`src/hw/rtl/cvf_pkg.sv`:
```
// ----------------------------------------------------------------------------
// cvf_pkg
// Shared constants, types and codes for the clamped vertex find-or-insert
// table: table sizing, field widths, register codes and the cell chain types.
// ----------------------------------------------------------------------------
package cvf_pkg;

  // Table sizing
  localparam int TABLE_DEPTH = 1024;
  localparam int IDX_W       = $clog2(TABLE_DEPTH);
  localparam int CNT_W       = $clog2(TABLE_DEPTH + 1);

  // Field widths
  localparam int COORD_W  = 16;
  localparam int HEIGHT_W = 32;
  localparam int VIDX_W   = 10;

  // Configuration register reset values
  localparam logic signed [COORD_W-1:0] LOW_BOUND_RESET  = -16'sd3000;
  localparam logic signed [COORD_W-1:0] HIGH_BOUND_RESET = 16'sd3000;

  // Configuration register select codes (paddr bit 2)
  localparam logic REG_LOW_BOUND  = 1'b0;
  localparam logic REG_HIGH_BOUND = 1'b1;

  // Clamped search key, broadcast to every cell
  typedef struct packed {
    logic signed [COORD_W-1:0] x;
    logic signed [COORD_W-1:0] y;
    logic [HEIGHT_W-1:0]       h;
  } key_t;

  // Search token handed from cell to cell
  typedef struct packed {
    logic             valid;
    logic             found;
    logic [IDX_W-1:0] idx;
  } token_t;

  // Append request, broadcast to every cell
  typedef struct packed {
    logic             en;
    logic [IDX_W-1:0] addr;
  } wr_t;

  // Controller states
  typedef enum logic [1:0] {
    ST_IDLE,
    ST_SEARCH,
    ST_FINISH
  } state_t;

endpackage

```
`src/hw/rtl/cvf_cell.sv`:
```
// ----------------------------------------------------------------------------
// cvf_cell
// One table entry of the chain. Holds a stored vertex, compares it with the
// broadcast key when the search token passes, and hands the token on.
// ----------------------------------------------------------------------------
module cvf_cell (
  input  logic                         clk,
  input  logic                         rst_n,
  input  logic [cvf_pkg::IDX_W-1:0]    cell_idx,
  input  cvf_pkg::key_t                key,
  input  logic [cvf_pkg::CNT_W-1:0]    entry_count,
  input  cvf_pkg::wr_t                 wr,
  input  cvf_pkg::token_t              tok_in,
  output cvf_pkg::token_t              tok_out
);
  import cvf_pkg::*;

  key_t   entry_r;
  token_t tok_r;
  token_t tok_nxt;
  logic   occupied;
  logic   match;

  // Entry is live only below the fill count
  assign occupied = ({1'b0, cell_idx} < entry_count);
  assign match    = tok_in.valid && occupied && (entry_r == key);

  always_comb begin
    tok_nxt       = tok_in;
    tok_nxt.found = tok_in.found | match;
    if (match) begin
      tok_nxt.idx = cell_idx;
    end
  end

  // Stored vertex, loaded on append
  always_ff @(posedge clk) begin
    if (wr.en && (wr.addr == cell_idx)) begin
      entry_r <= key;
    end
  end

  // Token stage
  always_ff @(posedge clk) begin
    if (!rst_n) begin
      tok_r.valid <= 1'b0;
    end else begin
      tok_r <= tok_nxt;
    end
  end

  assign tok_out = tok_r;

endmodule

```
`config.mk`:
```
export PLATFORM = sky130hd
export DESIGN_NAME = cvf_cell
export DESIGN_NICKNAME = d
export VERILOG_FILES = /design/src/hw/rtl/cvf_pkg.sv /design/src/hw/rtl/cvf_cell.sv
export SDC_FILE = /design/constraint.sdc
export NUM_CORES = 1
export LEC_CHECK = 0
export BUFFER_PORTS_ARGS = -buffer_cell sky130_fd_sc_hd__clkbuf_2
export CAP_MARGIN = 20
export CORE_MARGIN = 2
export CORE_UTILIZATION = 50
export CTS_CLUSTER_DIAMETER = 80
export DETAILED_ROUTE_END_ITERATION = 6
export PLACE_DENSITY = 0.8
export SYNTH_ARGS = -nofsm -noshare
export SYNTH_HDL_FRONTEND = slang
export SYNTH_SLANG_ARGS = --single-unit
```
`constraint.sdc`:
```
create_clock -name clk -period 7.8 [get_ports clk]
set_input_delay 1.95 -clock clk [delete_from_list [all_inputs] [get_ports clk]]
set_output_delay 1.95 -clock clk [all_outputs]
set_load 0.03 [all_outputs]
```
# Yosys cells after proc, flatten, opt, wreduce, memory -nomap -nowiden
# Index checks and enable logic that the tools add are counted.
# word_totals
reg_bits	76
romBits	0
mem_count	0
mem_bits_rw	0
latch_bits	0
# op_classes
n_mul	0
div_mod_pow	0
mux	1
bitwise_logic	1
addsub	0
reduce_logical	3
n_eq_ne	2
shift	0
n_lt_le_gt_ge	1
# op_table
cell	count
$eq 64x64->1	1
$lt 10x11->1	1
$eq 10x10->1	1
$mux 10	1
$logic_and 1x1->1	3
$or 1x1->1	1

# Logic depth before layout (Yosys ltp)
# Gate-level depths: netlist of the first run.
# logic_depth
word_depth	4
mapped_depth	9
depth_no_buf	8

# Least setup slack after synthesis of the first run
# OpenSTA, ideal clock, no wires.
# synth_timing
path_kind	input-to-reg
start	input cell_idx[3] (netlist name)
end	register entry_r[0] (netlist name) (enable)
path_stages	3
setup_ns	0.565
t_arrival_ns	6.586
path_buffers	0
required_ns	7.235
path_slack_ns	0.649
cell_sequence	xnor2_1 > nand4_1 > nor3_1
# synth_between
elab_chain_len	2
# synth_lines
item	line_no	rtl
start, declared	cvf_cell.sv:9	input logic [cvf_pkg::IDX_W-1:0] cell_idx,
$eq 10x10->1	cvf_cell.sv:38	if (wr.en && (wr.addr == cell_idx)) begin
$logic_and 1x1->1	cvf_cell.sv:38	
end signal, assigned	cvf_cell.sv:39	entry_r <= key;
end, declared	cvf_cell.sv:18	key_t entry_r;
# Every way passes these cells.
# A chain may end at the register's enable or synchronous reset.

==> results of run 1 <==
-- cell usage after synthesis, drive strengths merged --
| cell | count | area (sq um) |
|---|---|---|
| edfxtp | 75 | 2250 |
| a222oi | 1 | 10.0 |
| mux2 | 10 | 146 |
| xor2 | 38 | 333 |
| nand3 | 2 | 10.0 |
| inv | 15 | 56.3 |
| nor4 | 12 | 90.1 |
| dfxtp | 1 | 20.0 |
| nand4 | 10 | 62.6 |
| ha | 9 | 113 |
| a2111oi | 1 | 10.0 |
| and2 | 1 | 6.26 |
| nor2 | 2 | 7.51 |
| or4 | 1 | 11.3 |
| nand2b | 1 | 6.26 |
| nor3 | 1 | 5.00 |
| o2bb2ai | 2 | 17.5 |
| o2111ai | 2 | 23.8 |
| a21o | 1 | 7.51 |
| or2b | 1 | 7.51 |
| o22ai | 1 | 6.26 |
| a21oi | 4 | 20.0 |
| nand2 | 2 | 7.51 |
| nand4b | 1 | 8.76 |
| xnor2 | 30 | 263 |
| o21ai | 1 | 5.00 |
| buf | 1 | 11.3 |
-- stage by stage --
stage / util, % / instance area [sq um]
detailed placement: 62.5 / 4240
CTS: 65.0 / 4420
global placement: 62.5 / 4240
finish: 65.0 / 4420
floorplan: - / 3520
global route: 65.0 / 4420
-- cells by family after synthesis --
kind of cell,count (synthesis),share of synthesized area [%]
flops,76,64.6
compound gates,13,2.85
fa+ha+maj,9,3.20
buf+inv,16,1.92
mux,10,4.16
simple gates,34,6.33
xor+xnor,68,16.9
-- flip-flops by register name (all words and copies together), names as in the netlist --
| name | cells |
|---|---|
| tok_out | 12 |
| entry_r | 64 |
-- layer usage --
metal | global-route usage, % | wire (um) | vias up
met5 | 0 | 0 | -
met4 | 7.41 | 112 | 0
met3 | 5.37 | 395 | 10
met2 | 29.5 | 3370 | 71
met1 | 22.0 | 2740 | 1051
li1 | - | - | 1110
-- where the power goes --
group / switching (mW) / internal [mW]
sequential: 0.00123 / 0.454
clock: 0.146 / 0.116
combinational: 0.0450 / 0.0436
total: 0.192 / 0.614
-- worst paths after layout --
| path | depth (start not counted) | slack [ns] | endpoint |
|---|---|---|---|
| max | 7 | 3.87 | tok_out[2]$_DFFE_PP_ |
| min | 5 | 1.16 | tok_out[5]$_DFFE_PP_ |
| max reg2reg | 6 | 5.20 | tok_out[2]$_DFFE_PP_ |
| min reg2reg | 5 | 1.16 | tok_out[5]$_DFFE_PP_ |
-- worst max-delay path: stages --
cell       delay [ns]
clkbuf_2         0.10
xor2_1           0.15
nor4_1           0.33
nand4_1          0.19
nor4_1           0.37
o2111ai_2        0.49
mux2_4           0.45
-- layout by cell type, fill, tap and decap left out, types with 2 or more instances in the layout --
cell	count
clkbuf_2	121
edfxtp_1	75
xor2_1	38
xnor2_1	30
inv_1	14
nor4_1	11
nand4_1	10
mux2_4	9
ha_1	9
clkbuf_8	9
a21oi_1	4
nand3_1	2
nand2_1	2
nor2_1	2
o2bb2ai_1	2
clkinvlp_4	2
inv_6	2
-- cell type report --
cell class | count | area [sq um]
Clock inverter | 7 | 50.0
Tap cell | 96 | 120
Fill cell | 533 | 2380
Timing Repair Buffer | 122 | 613
Inverter | 15 | 56.3
Sequential cell | 76 | 2270
Clock buffer | 9 | 124
Multi-Input combinational cell | 134 | 1180
==> metrics, run 1 <==
synthesized cell area 3520 sq um; Power Density 182 nW/um^2; DRT Pass-1 Iters 5; WP data required 7.89 ns; cts bufs inserted 9; hold crit path type flip-flop to flip-flop; final worst slack 3.87 ns; total routed wirelength 6620 um; clock tree from TritonCTS done; n_diodes 0; cell count after synthesis 226; Clock Latency Late Sink 0.34 ns; DP Wirelength 5310 um; max_slew headroom 47.2%; Via density 4.88; worst slack at placement 3.45 ns; clk slew on worst S/H paths 0.08 ns; TNS Setup 0 ns; routed vias 2242; total power 0.805 mW; Crit Path Class input pin to flip-flop; Post-CTS Resized 0; Cells after DPL 443; Crit Path Max Fanout 11; minimum clock period after layout 3.93 ns; Die ar. 7720 sq um; layout cell share with drive strength beyond 1 41.9%; RR Startpoint entry_r[47]$_DFFE_PP_; Worst Path Arrival 4.02 ns; Avg WL per Cell 14.4 um; clock sink count 76; launch point of the worst path key[47]; initial antenna violation count 0; total gr overflow 0; Area Growth Syn to Fin 25.6%; largest net degree at the start of global routing 65; CP Launch Type input pin; core area 6790 sq um; status completed; Slew @ Worst Pin 0.792 ns; RD Place Congestion 0.729; # IOs 122; overall die width 87.9 um; register area share after synthesis 64.6%; hold_ws 1.16 ns; Slew Limit Fails 0; Setup-failing EPs final 0; first-pass GRT wire length 10200 um; Initial Utilization 51.8%; Highest Clock Rate 255 MHz; final net count 477; syn nets 345; hold path start entry_r[56]$_DFFE_PP_; Yosys Warn Count 0; non-filler instance count after layout 459; CTS H-tree lvls 3; residual DRC count 0; RSZ-0062 raised after global routing false; deepest clock path buffer count 2; IO Port Bufs 121; category of the worst setup path capture point flip-flop; number of global-route vias before repair 2260; CTS Hold Buffers Added 0; worst clock skew 0.0100 ns; setup bufs post-CTS 0; Fin. Hold Viols 0; ANT nets after route 0; # rows 30; Die Height 87.9 um; Pleak 1.81 nW; Synth cell types 31; initial detailed-routing violation count 85; Syn Area/Cell 15.6 sq um; Tcrit/Tclk final 50.3%; root buffer cell clkbuf_8; FF+latch count, synth 76; Max IR drop VDD 0.000132 V; Max-Cap Viols 0; global-route total usage across every layer 17.9%
(Power assumes the default switching activity.)
==> inputs of run 2 (changes only) <==
--- a/config.mk
+++ b/config.mk
@@ -5,13 +5,14 @@
 export SDC_FILE = /design/constraint.sdc
 export NUM_CORES = 1
 export LEC_CHECK = 0
+export ABC_AREA = 1
 export BUFFER_PORTS_ARGS = -buffer_cell sky130_fd_sc_hd__clkbuf_2
 export CAP_MARGIN = 20
 export CORE_MARGIN = 2
-export CORE_UTILIZATION = 50
+export CORE_UTILIZATION = 47
 export CTS_CLUSTER_DIAMETER = 80
 export DETAILED_ROUTE_END_ITERATION = 6
-export PLACE_DENSITY = 0.8
+export PLACE_DENSITY = 0.77
 export SYNTH_ARGS = -nofsm -noshare
 export SYNTH_HDL_FRONTEND = slang
 export SYNTH_SLANG_ARGS = --single-unit
==> constraint.sdc (replaced) <==
create_clock -name clk -period 3.3 [get_ports clk]
set_input_delay 0.825 -clock clk [delete_from_list [all_inputs] [get_ports clk]]
set_output_delay 0.825 -clock clk [all_outputs]
set_load 0.03 [all_outputs]
==> run 2 against run 1 <==
Against the previous run: clock skew is 0.0076 ns higher; total power is 140% higher; synthesized area is 15% higher; critical path type unchanged; sequential power is 140% higher; synthesized cell count is 110% higher; largest power group unchanged; worst hold slack worse by 0.49 ns.
==> metrics, run 2 <==
total gr overflow 0; Highest Clock Rate 405 MHz; Clock Latency Late Sink 0.35 ns; share of the synthesized area in the top cell type 55.5%; met2 wire len 4490 um; TNS Setup 0 ns; Die Height 96.9 um; global-route total usage across every layer 19.5%; critical path, cell by cell clkbuf_2 > ha_1 > a21oi_1 > nand2_1 > nand2_1 > nand3_1 > nor2_2 > nand3_2 > nand2_1 > nand2_1; max incr delay on CP 0.39 ns; overall die width 96.9 um; syn nets 601; Pleak 2.58 nW; # IOs 122; Worst Path Arrival 2.56 ns; deepest clock path buffer count 2; Fin. Hold Viols 0; cell count after synthesis 482; number of flip-flops in the largest register 64; final net count 732; WP data required 3.39 ns; clock tree from TritonCTS done; worst clock skew 0.0176 ns; most frequent CP cell nand2_1; Post-CTS Resized 0; routed metal-1 wirelength 3750 um; status completed; FF+latch count, synth 76; Top reg by flops entry_r; top post-synthesis cells by area edfxtp_1, nand2_1, inv_1; Initial Utilization 48.9%; Post-synth EDFFs 75; RSZ-0062 raised after global routing false; Max-Cap Viols 0; cts bufs inserted 9; DRT Pass-1 Iters 5; hold crit path type input pin to flip-flop; Die ar. 9390 sq um; Yosys Warn Count 0; Area Growth Syn to Fin 22.5%; CTS Hold Buffers Added 0; initial antenna violation count 0; Slew Limit Fails 0; Flop pwr share 55.4%; CTS H-tree lvls 3; met3 routed WL 538 um; clk slew on worst S/H paths 0.08 ns; most common cell in the netlist nand2_1; Max stage delay cell, worst path nor2_2; Internal Power 1.45 mW; synthesized cell area 4060 sq um; # rows 33; root buffer cell clkbuf_8; Crit Path Max Fanout 11; most frequent cells in the layout nand2_1, clkbuf_2, inv_1; Synth Flop Type edfxtp_1; Net Sw Frac 25.6%; largest net degree at the start of global routing 46; most common cell after layout, fill and taps aside nand2_1; Logic pwr share 11.7%; core area 8300 sq um; CP Launch Type input pin; layout cell share with drive strength beyond 1 23.3%; Avg WL per Cell 12.2 um; Synth cell types 22; Power Density 391 nW/um^2; first-pass GRT wire length 14900 um; ANT nets after route 0; setup bufs post-CTS 0; RD Place Congestion 0.897; Via density 4.64; Commonest cells post-synth nand2_1, inv_1, edfxtp_1; Slew @ Worst Pin 0.579 ns; Max IR drop VDD 0.000295 V; leading area contributor after synthesis edfxtp_1; initial detailed-routing violation count 139; n_diodes 0; area post-placement 4790 sq um; Clock Power Share 32.9%; number of global-route vias before repair 3405; max_slew headroom 61.4%; Top Layer Used met4; routed vias 3357; register area share after synthesis 56.0%; Post-synth ARST share 0%; Post-Layout Inst Area 4970 sq um; Setup-failing EPs final 0; residual DRC count 0; NetSw 0.499 mW; DP Wirelength 6880 um; Crit Path Class input pin to flip-flop; total routed wirelength 8820 um; category of the worst setup path capture point flip-flop; Syn Area/Cell 8.42 sq um; clock sink count 76; Tcrit/Tclk final 74.8%; IO Port Bufs 121; minimum clock period after layout 2.47 ns
==> run 2: layout make-up <==
cell class,count,area (sq um)
Clock buffer,9,124
Fill cell,733,3330
Inverter,104,390
Multi-Input combinational cell,298,1370
Tap cell,105,131
Timing Repair Buffer,124,628
Clock inverter,7,51.3
Sequential cell,76,2270
==> run 2: power groups by stage <==
stage / Combinational [mW] / Clock (mW) / Sequential (mW)
floorplan: 0.0846 / 0 / 1.12
global placement: 0.219 / 0 / 1.10
detailed placement: 0.228 / 0 / 1.10
CTS: 0.230 / 0.660 / 1.08
global route: 0.258 / 0.702 / 1.08
finish: 0.228 / 0.640 / 1.08
==> run 2: per-layer routing <==
| metal | GRT usage [%] | vias to the layer above |
|---|---|---|
| li1 | - | 1759 |
| met1 | 22.9 | 1492 |
| met2 | 35.2 | 101 |
| met3 | 6.00 | 5 |
| met4 | 3.68 | 0 |
| met5 | 0 | - |
==> run 2: worst max-delay path, delay by kind of cell <==
family	cells	cell delay, ns
buffers and inverters	1	0.13
AO/OA/AOI/OAI	1	0.16
adder cells (fa/ha/maj)	1	0.33
AND/OR/NAND/NOR	7	1.11
==> run 2: worst paths after layout <==
| check | startpoint | end | slack (ns) | cells after the start |
|---|---|---|---|---|
| setup / recovery | cell_idx[6] | tok_out[2]$_DFFE_PP_ | 0.83 | 10 |
| hold / removal | key[29] | entry_r[29]$_DFFE_PP_ | 0.68 | 1 |
| hold reg to reg | entry_r[12]$_DFFE_PP_ | tok_out[1]$_DFFE_PP_ | 1.03 | 7 |
| setup reg to reg | entry_r[46]$_DFFE_PP_ | tok_out[2]$_DFFE_PP_ | 1.21 | 10 |
==> run 2: logic make-up (layout without fill, tap and decap cells) <==
group                    Yosys count  in the layout  share of synthesized area (%)
AO/OA/AOI/OAI                     22             22                           2.90
XOR/XNOR                          16             16                           3.45
AND/OR/NAND/NOR                  251            251                           24.5
flip-flops                        76             76                           56.0
adder cells (fa/ha/maj)            9              9                           2.78
buffers and inverters            108            244                           10.4
==> run 2: through the flow <==
stage | utilization [%] | hold WS, ns | power (mW) | setup slack, ns | std cells
2_1_floorplan | - | 0.807 | 1.21 | 0.602 | 482
3_3_place_gp | 57.7 | 0.997 | 1.32 | 0.645 | 707
6_report | 59.9 | 0.677 | 1.94 | 0.831 | 723
5_1_grt | 59.9 | 0.656 | 2.04 | 0.697 | 723
4_1_cts | 59.9 | 0.659 | 1.97 | 0.880 | 723
3_5_place_dp | 57.7 | 1.01 | 1.33 | 0.517 | 707
