$ cat src/hw/rtl/cvf_pkg.sv
// ----------------------------------------------------------------------------
// cvf_pkg
// Shared constants, types and codes for the clamped vertex find-or-insert
// table: table sizing, field widths, register codes and the cell chain types.
// ----------------------------------------------------------------------------
package cvf_pkg;

  // Table sizing
  localparam int TABLE_DEPTH = 1024;
  localparam int IDX_W       = $clog2(TABLE_DEPTH);
  localparam int CNT_W       = $clog2(TABLE_DEPTH + 1);

  // Field widths
  localparam int COORD_W  = 16;
  localparam int HEIGHT_W = 32;
  localparam int VIDX_W   = 10;

  // Configuration register reset values
  localparam logic signed [COORD_W-1:0] LOW_BOUND_RESET  = -16'sd3000;
  localparam logic signed [COORD_W-1:0] HIGH_BOUND_RESET = 16'sd3000;

  // Configuration register select codes (paddr bit 2)
  localparam logic REG_LOW_BOUND  = 1'b0;
  localparam logic REG_HIGH_BOUND = 1'b1;

  // Clamped search key, broadcast to every cell
  typedef struct packed {
    logic signed [COORD_W-1:0] x;
    logic signed [COORD_W-1:0] y;
    logic [HEIGHT_W-1:0]       h;
  } key_t;

  // Search token handed from cell to cell
  typedef struct packed {
    logic             valid;
    logic             found;
    logic [IDX_W-1:0] idx;
  } token_t;

  // Append request, broadcast to every cell
  typedef struct packed {
    logic             en;
    logic [IDX_W-1:0] addr;
  } wr_t;

  // Controller states
  typedef enum logic [1:0] {
    ST_IDLE,
    ST_SEARCH,
    ST_FINISH
  } state_t;

endpackage

$ cat src/hw/rtl/cvf_ctrl.sv
// ----------------------------------------------------------------------------
// cvf_ctrl
// Sequencer: clamps the incoming vertex into the key register, launches the
// search token, resolves match / append / full when the token leaves the
// chain, keeps the fill count and drives the result register.
// ----------------------------------------------------------------------------
module cvf_ctrl (
  input  logic                                 clk,
  input  logic                                 rst_n,
  input  logic signed [cvf_pkg::COORD_W-1:0]   low_bound,
  input  logic signed [cvf_pkg::COORD_W-1:0]   high_bound,
  input  logic                                 in_valid,
  output logic                                 in_ready,
  input  logic signed [cvf_pkg::COORD_W-1:0]   in_pos_x,
  input  logic signed [cvf_pkg::COORD_W-1:0]   in_pos_y,
  input  logic signed [cvf_pkg::HEIGHT_W-1:0]  in_height,
  output cvf_pkg::key_t                        key,
  output logic [cvf_pkg::CNT_W-1:0]            entry_count,
  output cvf_pkg::wr_t                         wr,
  output cvf_pkg::token_t                      tok_head,
  input  cvf_pkg::token_t                      tok_tail,
  output logic                                 out_valid,
  input  logic                                 out_ready,
  output logic [cvf_pkg::VIDX_W-1:0]           out_vertex_index,
  output logic                                 out_was_added,
  output logic                                 out_table_full
);
  import cvf_pkg::*;

  state_t             state_r, state_nxt;
  key_t               key_r, key_nxt;
  logic [CNT_W-1:0]   count_r, count_nxt;
  logic               head_valid_r, head_valid_nxt;
  logic [VIDX_W-1:0]  res_idx_r, res_idx_nxt;
  logic               res_added_r, res_added_nxt;
  logic               res_full_r, res_full_nxt;
  logic               out_valid_r, out_valid_nxt;
  logic [VIDX_W-1:0]  out_idx_r, out_idx_nxt;
  logic               out_added_r, out_added_nxt;
  logic               out_full_r, out_full_nxt;
  logic               accept;
  logic               hit;
  logic               is_full;
  logic signed [COORD_W-1:0] cx;
  logic signed [COORD_W-1:0] cy;

  // Clamp: low bound first, then high bound on its result
  always_comb begin
    hit = 1'b0;
    cx  = in_pos_x;
    if (cx <= low_bound) begin
      cx  = low_bound;
      hit = 1'b1;
    end
    if (cx >= high_bound) begin
      cx  = high_bound;
      hit = 1'b1;
    end
    cy = in_pos_y;
    if (cy <= low_bound) begin
      cy  = low_bound;
      hit = 1'b1;
    end
    if (cy >= high_bound) begin
      cy  = high_bound;
      hit = 1'b1;
    end
  end

  assign in_ready = (state_r == ST_IDLE);
  assign accept   = in_valid && in_ready;
  assign is_full  = (count_r == CNT_W'(TABLE_DEPTH));

  // Next state and outputs
  always_comb begin
    state_nxt      = state_r;
    key_nxt        = key_r;
    count_nxt      = count_r;
    head_valid_nxt = 1'b0;
    res_idx_nxt    = res_idx_r;
    res_added_nxt  = res_added_r;
    res_full_nxt   = res_full_r;
    out_valid_nxt  = out_valid_r && !out_ready;
    out_idx_nxt    = out_idx_r;
    out_added_nxt  = out_added_r;
    out_full_nxt   = out_full_r;
    wr.en          = 1'b0;
    wr.addr        = count_r[IDX_W-1:0];

    unique case (state_r)
      ST_IDLE: begin
        if (accept) begin
          key_nxt.x      = cx;
          key_nxt.y      = cy;
          key_nxt.h      = hit ? '0 : HEIGHT_W'(in_height);
          head_valid_nxt = 1'b1;
          state_nxt      = ST_SEARCH;
        end
      end
      ST_SEARCH: begin
        if (tok_tail.valid) begin
          if (tok_tail.found) begin
            res_idx_nxt   = VIDX_W'(tok_tail.idx);
            res_added_nxt = 1'b0;
            res_full_nxt  = 1'b0;
          end else if (is_full) begin
            res_idx_nxt   = '0;
            res_added_nxt = 1'b0;
            res_full_nxt  = 1'b1;
          end else begin
            wr.en         = 1'b1;
            count_nxt     = count_r + 1'b1;
            res_idx_nxt   = VIDX_W'(count_r);
            res_added_nxt = 1'b1;
            res_full_nxt  = 1'b0;
          end
          state_nxt = ST_FINISH;
        end
      end
      ST_FINISH: begin
        if (!out_valid_r || out_ready) begin
          out_valid_nxt = 1'b1;
          out_idx_nxt   = res_idx_r;
          out_added_nxt = res_added_r;
          out_full_nxt  = res_full_r;
          state_nxt     = ST_IDLE;
        end
      end
      default: begin
        state_nxt = ST_IDLE;
      end
    endcase
  end

  // Control registers
  always_ff @(posedge clk) begin
    if (!rst_n) begin
      state_r      <= ST_IDLE;
      count_r      <= '0;
      head_valid_r <= 1'b0;
      out_valid_r  <= 1'b0;
    end else begin
      state_r      <= state_nxt;
      count_r      <= count_nxt;
      head_valid_r <= head_valid_nxt;
      out_valid_r  <= out_valid_nxt;
    end
  end

  // Payload registers
  always_ff @(posedge clk) begin
    key_r       <= key_nxt;
    res_idx_r   <= res_idx_nxt;
    res_added_r <= res_added_nxt;
    res_full_r  <= res_full_nxt;
    out_idx_r   <= out_idx_nxt;
    out_added_r <= out_added_nxt;
    out_full_r  <= out_full_nxt;
  end

  assign key            = key_r;
  assign entry_count    = count_r;
  assign tok_head.valid = head_valid_r;
  assign tok_head.found = 1'b0;
  assign tok_head.idx   = '0;

  assign out_valid        = out_valid_r;
  assign out_vertex_index = out_idx_r;
  assign out_was_added    = out_added_r;
  assign out_table_full   = out_full_r;

endmodule

$ cat config.mk
export PLATFORM = sky130hd
export DESIGN_NAME = cvf_ctrl
export DESIGN_NICKNAME = d
export VERILOG_FILES = /design/src/hw/rtl/cvf_pkg.sv /design/src/hw/rtl/cvf_ctrl.sv
export SDC_FILE = /design/constraint.sdc
export NUM_CORES = 1
export LEC_CHECK = 0
export BUFFER_PORTS_ARGS = -buffer_cell sky130_fd_sc_hd__buf_2
export CAP_MARGIN = 10
export CORE_MARGIN = 10
export CORE_UTILIZATION = 50
export DETAILED_ROUTE_END_ITERATION = 10
export GPL_TIMING_DRIVEN = 0
export PLACE_DENSITY = 0.78
export SYNTH_ARGS = -nofsm -noshare
export SYNTH_HDL_FRONTEND = slang
export SYNTH_SLANG_ARGS = --single-unit
$ cat constraint.sdc
create_clock -name clk -period 7.3 [get_ports clk]
set_clock_uncertainty 0.05 [all_clocks]
set_input_delay 1.095 -clock clk [delete_from_list [all_inputs] [get_ports clk]]
set_output_delay 1.095 -clock clk [all_outputs]
set_load 0.005 [all_outputs]
[Word-level counts from Yosys, hierarchy flattened]
Index checks and enable logic that the tools add are counted.
Storage, ports and cells
  input port bits: 112
  output and inout bits: 112
  register bits after elaboration: 103
Cells by class
  add/subtract/negate cells: 1
  equal/unequal tests: 6
  reductions and logical operators: 12
  bitwise operators: 2
  order comparisons: 4
  multiplexer cells: 22
Operators by type and width (count)
  $mux W16: 4
  $ge A16 B16 Y1: 2
  $le A16 B16 Y1: 2
  $mux W10: 2
  $mux W1: 12
  $add A11 B1 Y11 const B: 1
  $eq A11 B11 Y1 const B: 1
  $reduce_and A2 Y1: 4
  $mux W2: 3
  $pmux W2 S3: 1
  $ne A2 B2 Y1 const B: 2
  $reduce_and A4 Y1: 1
  $reduce_and A3 Y1: 1
  $eq A2 B1 Y1 const B: 1
  $eq A2 B2 Y1 const B: 1
  $logic_and A1 B1 Y1: 2
  $logic_not A1 Y1: 2
  $logic_not A2 Y1: 1
  $ne A2 B1 Y1 const B: 1
  $not A1 Y1: 2
  $logic_or A1 B1 Y1: 1

[Longest topological paths before layout]
Gate-level depths: netlist (run 1).
  depth in word-level cells: 6
  gate-level depth with buffers: 19

[Least setup slack after synthesis (run 1)]
No wires, ideal clock.
  path kind: input-to-reg
  start: input port low_bound[13] (netlist name)
  end: register key_r (netlist bit key[38]) (data pin)
  data arrival time: 4.880 ns
  data required time: 6.990 ns
  path slack: 2.110 ns
  stages on the path: 17
  path through: inv_1 > ha_1 > a21o_1 > a211oi_1 > o31ai_1 > or3_4 > buf_6 > and3_1 > a311o_1 > ha_1 > and4_1 > nand2_1 > or4_1 > o211a_1 > nor2_4 > buf_6 > mux2_4
On the way
  cells in the longest elaborated chain, start to end: 4
Ends and longest elaborated chain
  start: declaration: RTL line cvf_ctrl.sv:10  | input logic signed [cvf_pkg::COORD_W-1:0] low_bound,
  $le A16 B16 Y1: RTL line cvf_ctrl.sv:60  | if (cy <= low_bound) begin
  $mux W16 *: RTL line cvf_ctrl.sv:60
  $ge A16 B16 Y1: RTL line cvf_ctrl.sv:64  | if (cy >= high_bound) begin
  $mux W16 *: RTL line cvf_ctrl.sv:64
  net cy[6]: RTL line cvf_ctrl.sv:45  | logic signed [COORD_W-1:0] cy;
  end signal: assignment: RTL line cvf_ctrl.sv:152  | key_r <= key_nxt;
  end: declaration: RTL line cvf_ctrl.sv:31  | key_t key_r, key_nxt;
The timed path passes the listed nets; every way through them passes the cells marked *.
A chain may end at the register's enable or synchronous reset.

[Worst setup path in the final report (run 1)]
  start: input port low_bound[15] (netlist name)
  end: register key_r (netlist bit key[12]) (data pin)
On the way
  cells in the longest elaborated chain, start to end: 6
  elaborated cells on any way between the ends: 10
  classes of those cells: 4 x order compare; 6 x mux
Ends and longest elaborated chain
  $le A16 B16 Y1: RTL line cvf_ctrl.sv:51  | if (cx <= low_bound) begin
  $mux W16: RTL line cvf_ctrl.sv:51
  $ge A16 B16 Y1: RTL line cvf_ctrl.sv:55  | if (cx >= high_bound) begin
  $mux W1: RTL line cvf_ctrl.sv:55
  $mux W1: RTL line cvf_ctrl.sv:60
  $mux W1 *: RTL line cvf_ctrl.sv:64
Every way passes the cells marked *; elsewhere a longest branch is shown, timed or not.

==> results_dict.tcl, run 1 <==
set metrics [dict create \
    synth_area_leaders "edfxtp_1 40%, ha_1 13%, mux2_2 7.3%" \
    syn_area_per_cell_um2 11.3 \
    setup_viol 0 \
    ys_seq_area_frac 0.446 \
    fin_crit_sh 0.801 \
    ir_drop_v 0.000134 \
    cts_tree "built" \
    startpoint_type "primary input" \
    clock-sinks 103 \
    grt_overflow 0 \
    fill_cells 1075 \
    min_from "res_idx_r[5]" \
    crit_path_end_kind "register" \
    cts-resized-gates 0 \
    core_area_um2 12800 \
    gp_congestion 0.897 \
    ioPinCount 224 \
    dieArea_um2 18200 \
    layout_common_cells "220 x buf_2, 88 x edfxtp_1, 66 x ha_1, 43 x mux2_2, 40 x nand3_1" \
    synthArstFlopShare 0 \
    clockBufferDepth 2 \
    cts_hold_buf 0 \
    drc 0 \
    rsz0062_at_grt "false" \
    antenna_found_initial 2 \
    drive_gt1_frac 0.393 \
    synth_top_area_cell "edfxtp_1" \
    slew_violations 0 \
    multiInputGateArea_um2 3270 \
    p_leak_nw 3.81 \
    post_dp_cell_area_um2 7940 \
    wl_per_cell_um 19.0 \
    cts_root_buf "clkbuf_16" \
    track_usage 0.202 \
    num_rows 41 \
    critPathLaunch "low_bound[15]" \
    final_common_cell "buf_2" \
    arrival_ns 5.99 \
    drtIter0Drc 358 \
    ant_nets 0 \
    initial_core_util 0.517 \
    ys_ff_latch 103 \
    synthCells 586 \
    worstMarginPinSlew_ns 1.10 \
    hp-class "register to register" \
    grt_pass1_vias 5741 \
    grt_max_degree 38 \
    clk_transition_reported_paths_ns 0.07 \
    status "complete, no violations" \
    syn_to_final_growth_pct 25.2 \
    r2r-start "state_r[0]" \
    regArea_um2 2940 \
    finalSetupTns_ns 0 \
    clock_latency_ns 0.34 \
    synth_area_um2 6600 \
    port_buffers 212 \
    finalWirelength_um 19000 \
    vias 5455 \
    dr.pass1.iters 4 \
    die_x_um 135 \
    hold_viol 0 \
    htree_levels 3 \
    yosys_warnings 0 \
    cts_setup_buffers 0 \
    critPathKind "primary input to register" \
    power.total_mw 1.70 \
    min_period_ns 5.85 \
    powerDensity_nw_per_um2 206 \
    synth_edf_count 88 \
    finalNetCount 998 \
    postLayoutCellArea_um2 8270 \
    cts_made_buffers 9 \
    drv_cap 0 \
    grt_pass1_wl_um 29600 \
    synth.distinct_cells 59 \
    path_max_fanout 10 \
    hpwl_um 15700 \
    max_freq_mhz 171 \
    vias_per_cell 5.47 \
    die_h_um 135 \
    relSlewSlack 0.263 \
    synth_top_area_frac 0.400 \
    synthFlopType "edfxtp_1" \
    cp.required_ns 7.45 \
]
-- Yosys cell counts, types with 11 or more instances --
master and number:
nand2_1 15, clkbuf_1 13, nand3_1 40, nor2_1 39, and3_1 16, buf_4 22, a311o_1 13, inv_1 39
nand4_1 11, a22o_1 16, ha_1 66, dfxtp_1 15, edfxtp_1 88, a21oi_1 22, mux2_2 43
-- flip-flops by register name, indices dropped and copies added (netlist names) --
name and count:
key 64, head_valid_r 1, entry_count 11, res_idx_r 10
res_added_r 1, out_vertex_index 10, out_valid 1, out_was_added 1
res_full_r 1, state_r 2, out_table_full 1
-- through the flow --
stage          cells  worst slack [ns]  hold WS, ns  utilization
2_1_floorplan    596              2.11        0.350            -
5_1_grt          997              1.21        0.382        0.647
4_1_cts          997              1.51        0.366        0.647
3_3_place_gp     980              1.24        0.351        0.620
3_5_place_dp     981              1.18        0.355        0.621
6_report         998              1.45        0.361        0.647
-- report_power, final --
group	leakage (nW)	internal, mW	total (mW)	switching [mW]
logic	2.69	0.220	0.484	0.263
registers	0.955	0.697	0.709	0.0118
clock network	0.162	0.298	0.506	0.207
-- cells by family (layout without fill, tap and decap cells) --
group | after synthesis | count (layout) | synth area share
buffers and inverters | 85 | 314 | 0.0646
and+or+nand+nor | 167 | 167 | 0.135
adders and majority gates | 66 | 66 | 0.125
other | 1 | 12 | 0.000568
AOI/OAI and AO/OA | 99 | 99 | 0.116
xor gates and xnor gates | 6 | 6 | 0.00796
DFF | 103 | 103 | 0.446
muxes | 59 | 59 | 0.104
-- critical path, stage by stage --
cell	delay, ns
buf_2	0.12
inv_1	0.06
ha_1	0.35
nand4_1	0.13
or2_2	0.35
a211oi_1	0.24
nor4_1	0.08
o22ai_1	0.23
buf_2	0.33
mux2_2	0.40
ha_1	0.29
and4_1	0.23
a21oi_1	0.14
o21ai_0	0.12
nor3_1	0.28
mux2i_1	0.40
clkbuf_1	0.55
buf_2	0.36
nand3_1	0.12
nor2_1	0.12
-- per-layer routing --
layer | vias to the layer above | GRT usage | wire [um]
li1 | 2650 | - | -
met4 | 2 | 0.0508 | 314
met2 | 212 | 0.350 | 9470
met3 | 27 | 0.0686 | 1760
met1 | 2564 | 0.234 | 7400
met5 | - | 0 | 18
-- layout make-up --
type / instances / share of cell area
repair buffers: 213 / 0.131
multi-input cells: 408 / 0.396
plain buffers: 46 / 0.0339
flip-flops and latches: 103 / 0.356
clock inverters: 5 / 0.00742
inverters: 39 / 0.0177
well taps: 172 / 0.0260
clock buffers: 11 / 0.0319
diodes: 1 / 0.000303
-- path summary, 6_finish.rpt --
kind | end | slack (ns) | cells after the start
setup / recovery | key[12] | 1.45 | 20
hold / removal | out_vertex_index[5] | 0.36 | 0
setup reg to reg | entry_count[9] | 4.87 | 6
hold reg to reg | out_vertex_index[5] | 0.36 | 0
Note: power is estimated with default switching activity, not from simulation.
==> run 2: changes to the inputs <==
clock period = 5.44 ns   (was 7.3 ns; I/O delays follow)
==> results_dict.tcl, run 2 (same netlist as run 1, synthesis figures left out) <==
set metrics [dict create \
    post_dp_cell_area_um2 7940 \
    ant_nets 0 \
    relSlewSlack 0.259 \
    finalWirelength_um 19100 \
    cts_made_buffers 9 \
    ioPinCount 224 \
    drive_gt1_frac 0.401 \
    critPathLaunch "low_bound[15]" \
    fin_util 0.650 \
    grt_pass1_vias 5741 \
    track_usage 0.202 \
    final_common_cell "buf_2" \
    clock-sinks 103 \
    dieArea_um2 18200 \
    cts_tree "built" \
    setup_viol 0 \
    hold_viol 0 \
    whs_ns 0.368 \
    grt_max_degree 38 \
    powerDensity_nw_per_um2 276 \
    hp-class "register to register" \
    clockBufferDepth 2 \
    grtUsageMet2 0.350 \
    grt_overflow 0 \
    syn_to_final_growth_pct 25.8 \
    die_h_um 135 \
    power.total_mw 2.29 \
    clock_latency_ns 0.34 \
    drc 0 \
    htree_levels 3 \
    slew_violations 0 \
    ir_drop_v 0.000180 \
    startpoint_type "primary input" \
    path_max_fanout 10 \
    postLayoutCellArea_um2 8310 \
    grt_pass1_wl_um 29600 \
    status "complete, no violations" \
    antenna_found_initial 2 \
    dr.pass1.iters 5 \
    met1_usage 0.234 \
    critPathKind "primary input to register" \
    cts_root_buf "clkbuf_16" \
    clk_transition_reported_paths_ns 0.07 \
    num_rows 41 \
    finalSetupTns_ns 0 \
    grtUsageMet3 0.0686 \
    crit_path_end_kind "register" \
    gp_congestion 0.897 \
    initial_core_util 0.517 \
    cp_top_family "multiplexers" \
    cpMaxStageDelayCell "mux2_2" \
    max_freq_mhz 190 \
    fin_crit_sh 0.968 \
    largest_reg_flops 64 \
    layout_common_cells "219 x buf_2, 88 x edfxtp_1, 66 x ha_1, 43 x mux2_2, 40 x nand3_1" \
    critPathBufInv 4 \
    drtIter0Drc 368 \
    vias_per_cell 5.52 \
    wl_per_cell_um 19.1 \
    grt_busiest_layer "met2" \
    port_buffers 212 \
    min_period_ns 5.27 \
    path_cells "buf_2 -> inv_1 -> ha_1 -> nand4_1 -> or2_2 -> a211oi_1 -> nor4_1 -> o22ai_1 -> clkbuf_4 -> mux2_2 -> ha_1 -> and4_1 -> a21oi_1 -> o21ai_0 -> nor3_1 -> mux2i_2 -> clkbuf_2 -> mux2_2" \
    finalNetCount 1000 \
    arrival_ns 5.30 \
    worstMarginPinSlew_ns 1.11 \
    die_x_um 135 \
    min_from "res_idx_r[5]" \
    p_leak_nw 3.83 \
    hpwl_um 15700 \
    cts_hold_buf 0 \
    drv_cap 0 \
    core_area_um2 12800 \
    cp.required_ns 5.48 \
    vias 5522 \
    r2r-start "state_r[0]" \
    critPathMaxStageDelay_ns 0.39 \
]
## run 2: cell types whose count changed in the layout (fill, tap and decap cells not counted), sizes merged
cell and change:
buf +1, clkbuf +1
## run 2: routing by layer
layer  part of all wire  vias up
met4              0.019        2
met2               0.50      245
met3              0.093       35
li1                   -     2647
met1               0.39     2593
met5            0.00094        -
## run 2: final timing paths
path	to	slack (ns)	cells past startpoint
worst min register to register	out_vertex_index[5]	0.37	0
worst max register to register	entry_count[9]	3.01	6
worst min-delay path	out_vertex_index[5]	0.37	0
worst max-delay path	key[61]	0.17	18
## run 2: per-stage QoR
step           std cells  setup WS, ns
2_1_floorplan        596         0.529
3_3_place_gp         980        -0.344
3_5_place_dp         981        -0.404
4_1_cts              997         0.157
5_1_grt              999       -0.0313
6_report            1000         0.173
## run 2: layout make-up
class / count / area [um^2]
Antenna cell: 1 / 2.50
Buffer: 46 / 288
Clock buffer: 11 / 264
Clock inverter: 5 / 61.3
Fill cell: 1063 / 4470
Inverter: 39 / 146
Multi-Input combinational cell: 408 / 3290
Sequential cell: 103 / 2940
Tap cell: 172 / 215
Timing Repair Buffer: 215 / 1100
## run 2: power by group
group | switching (mW) | leakage [nW] | total [mW] | internal, mW
clock network | 0.277 | 0.162 | 0.678 | 0.400
registers | 0.0161 | 0.955 | 0.952 | 0.936
logic | 0.359 | 2.71 | 0.663 | 0.304
## run 2: repair_timing
action                                  CTS  global route
setup buffers                             0             2
endpoints found under the hold margin     0             0
resized for setup                         2             7
pin swaps                                 0             2
endpoints found under the setup margin   17            56
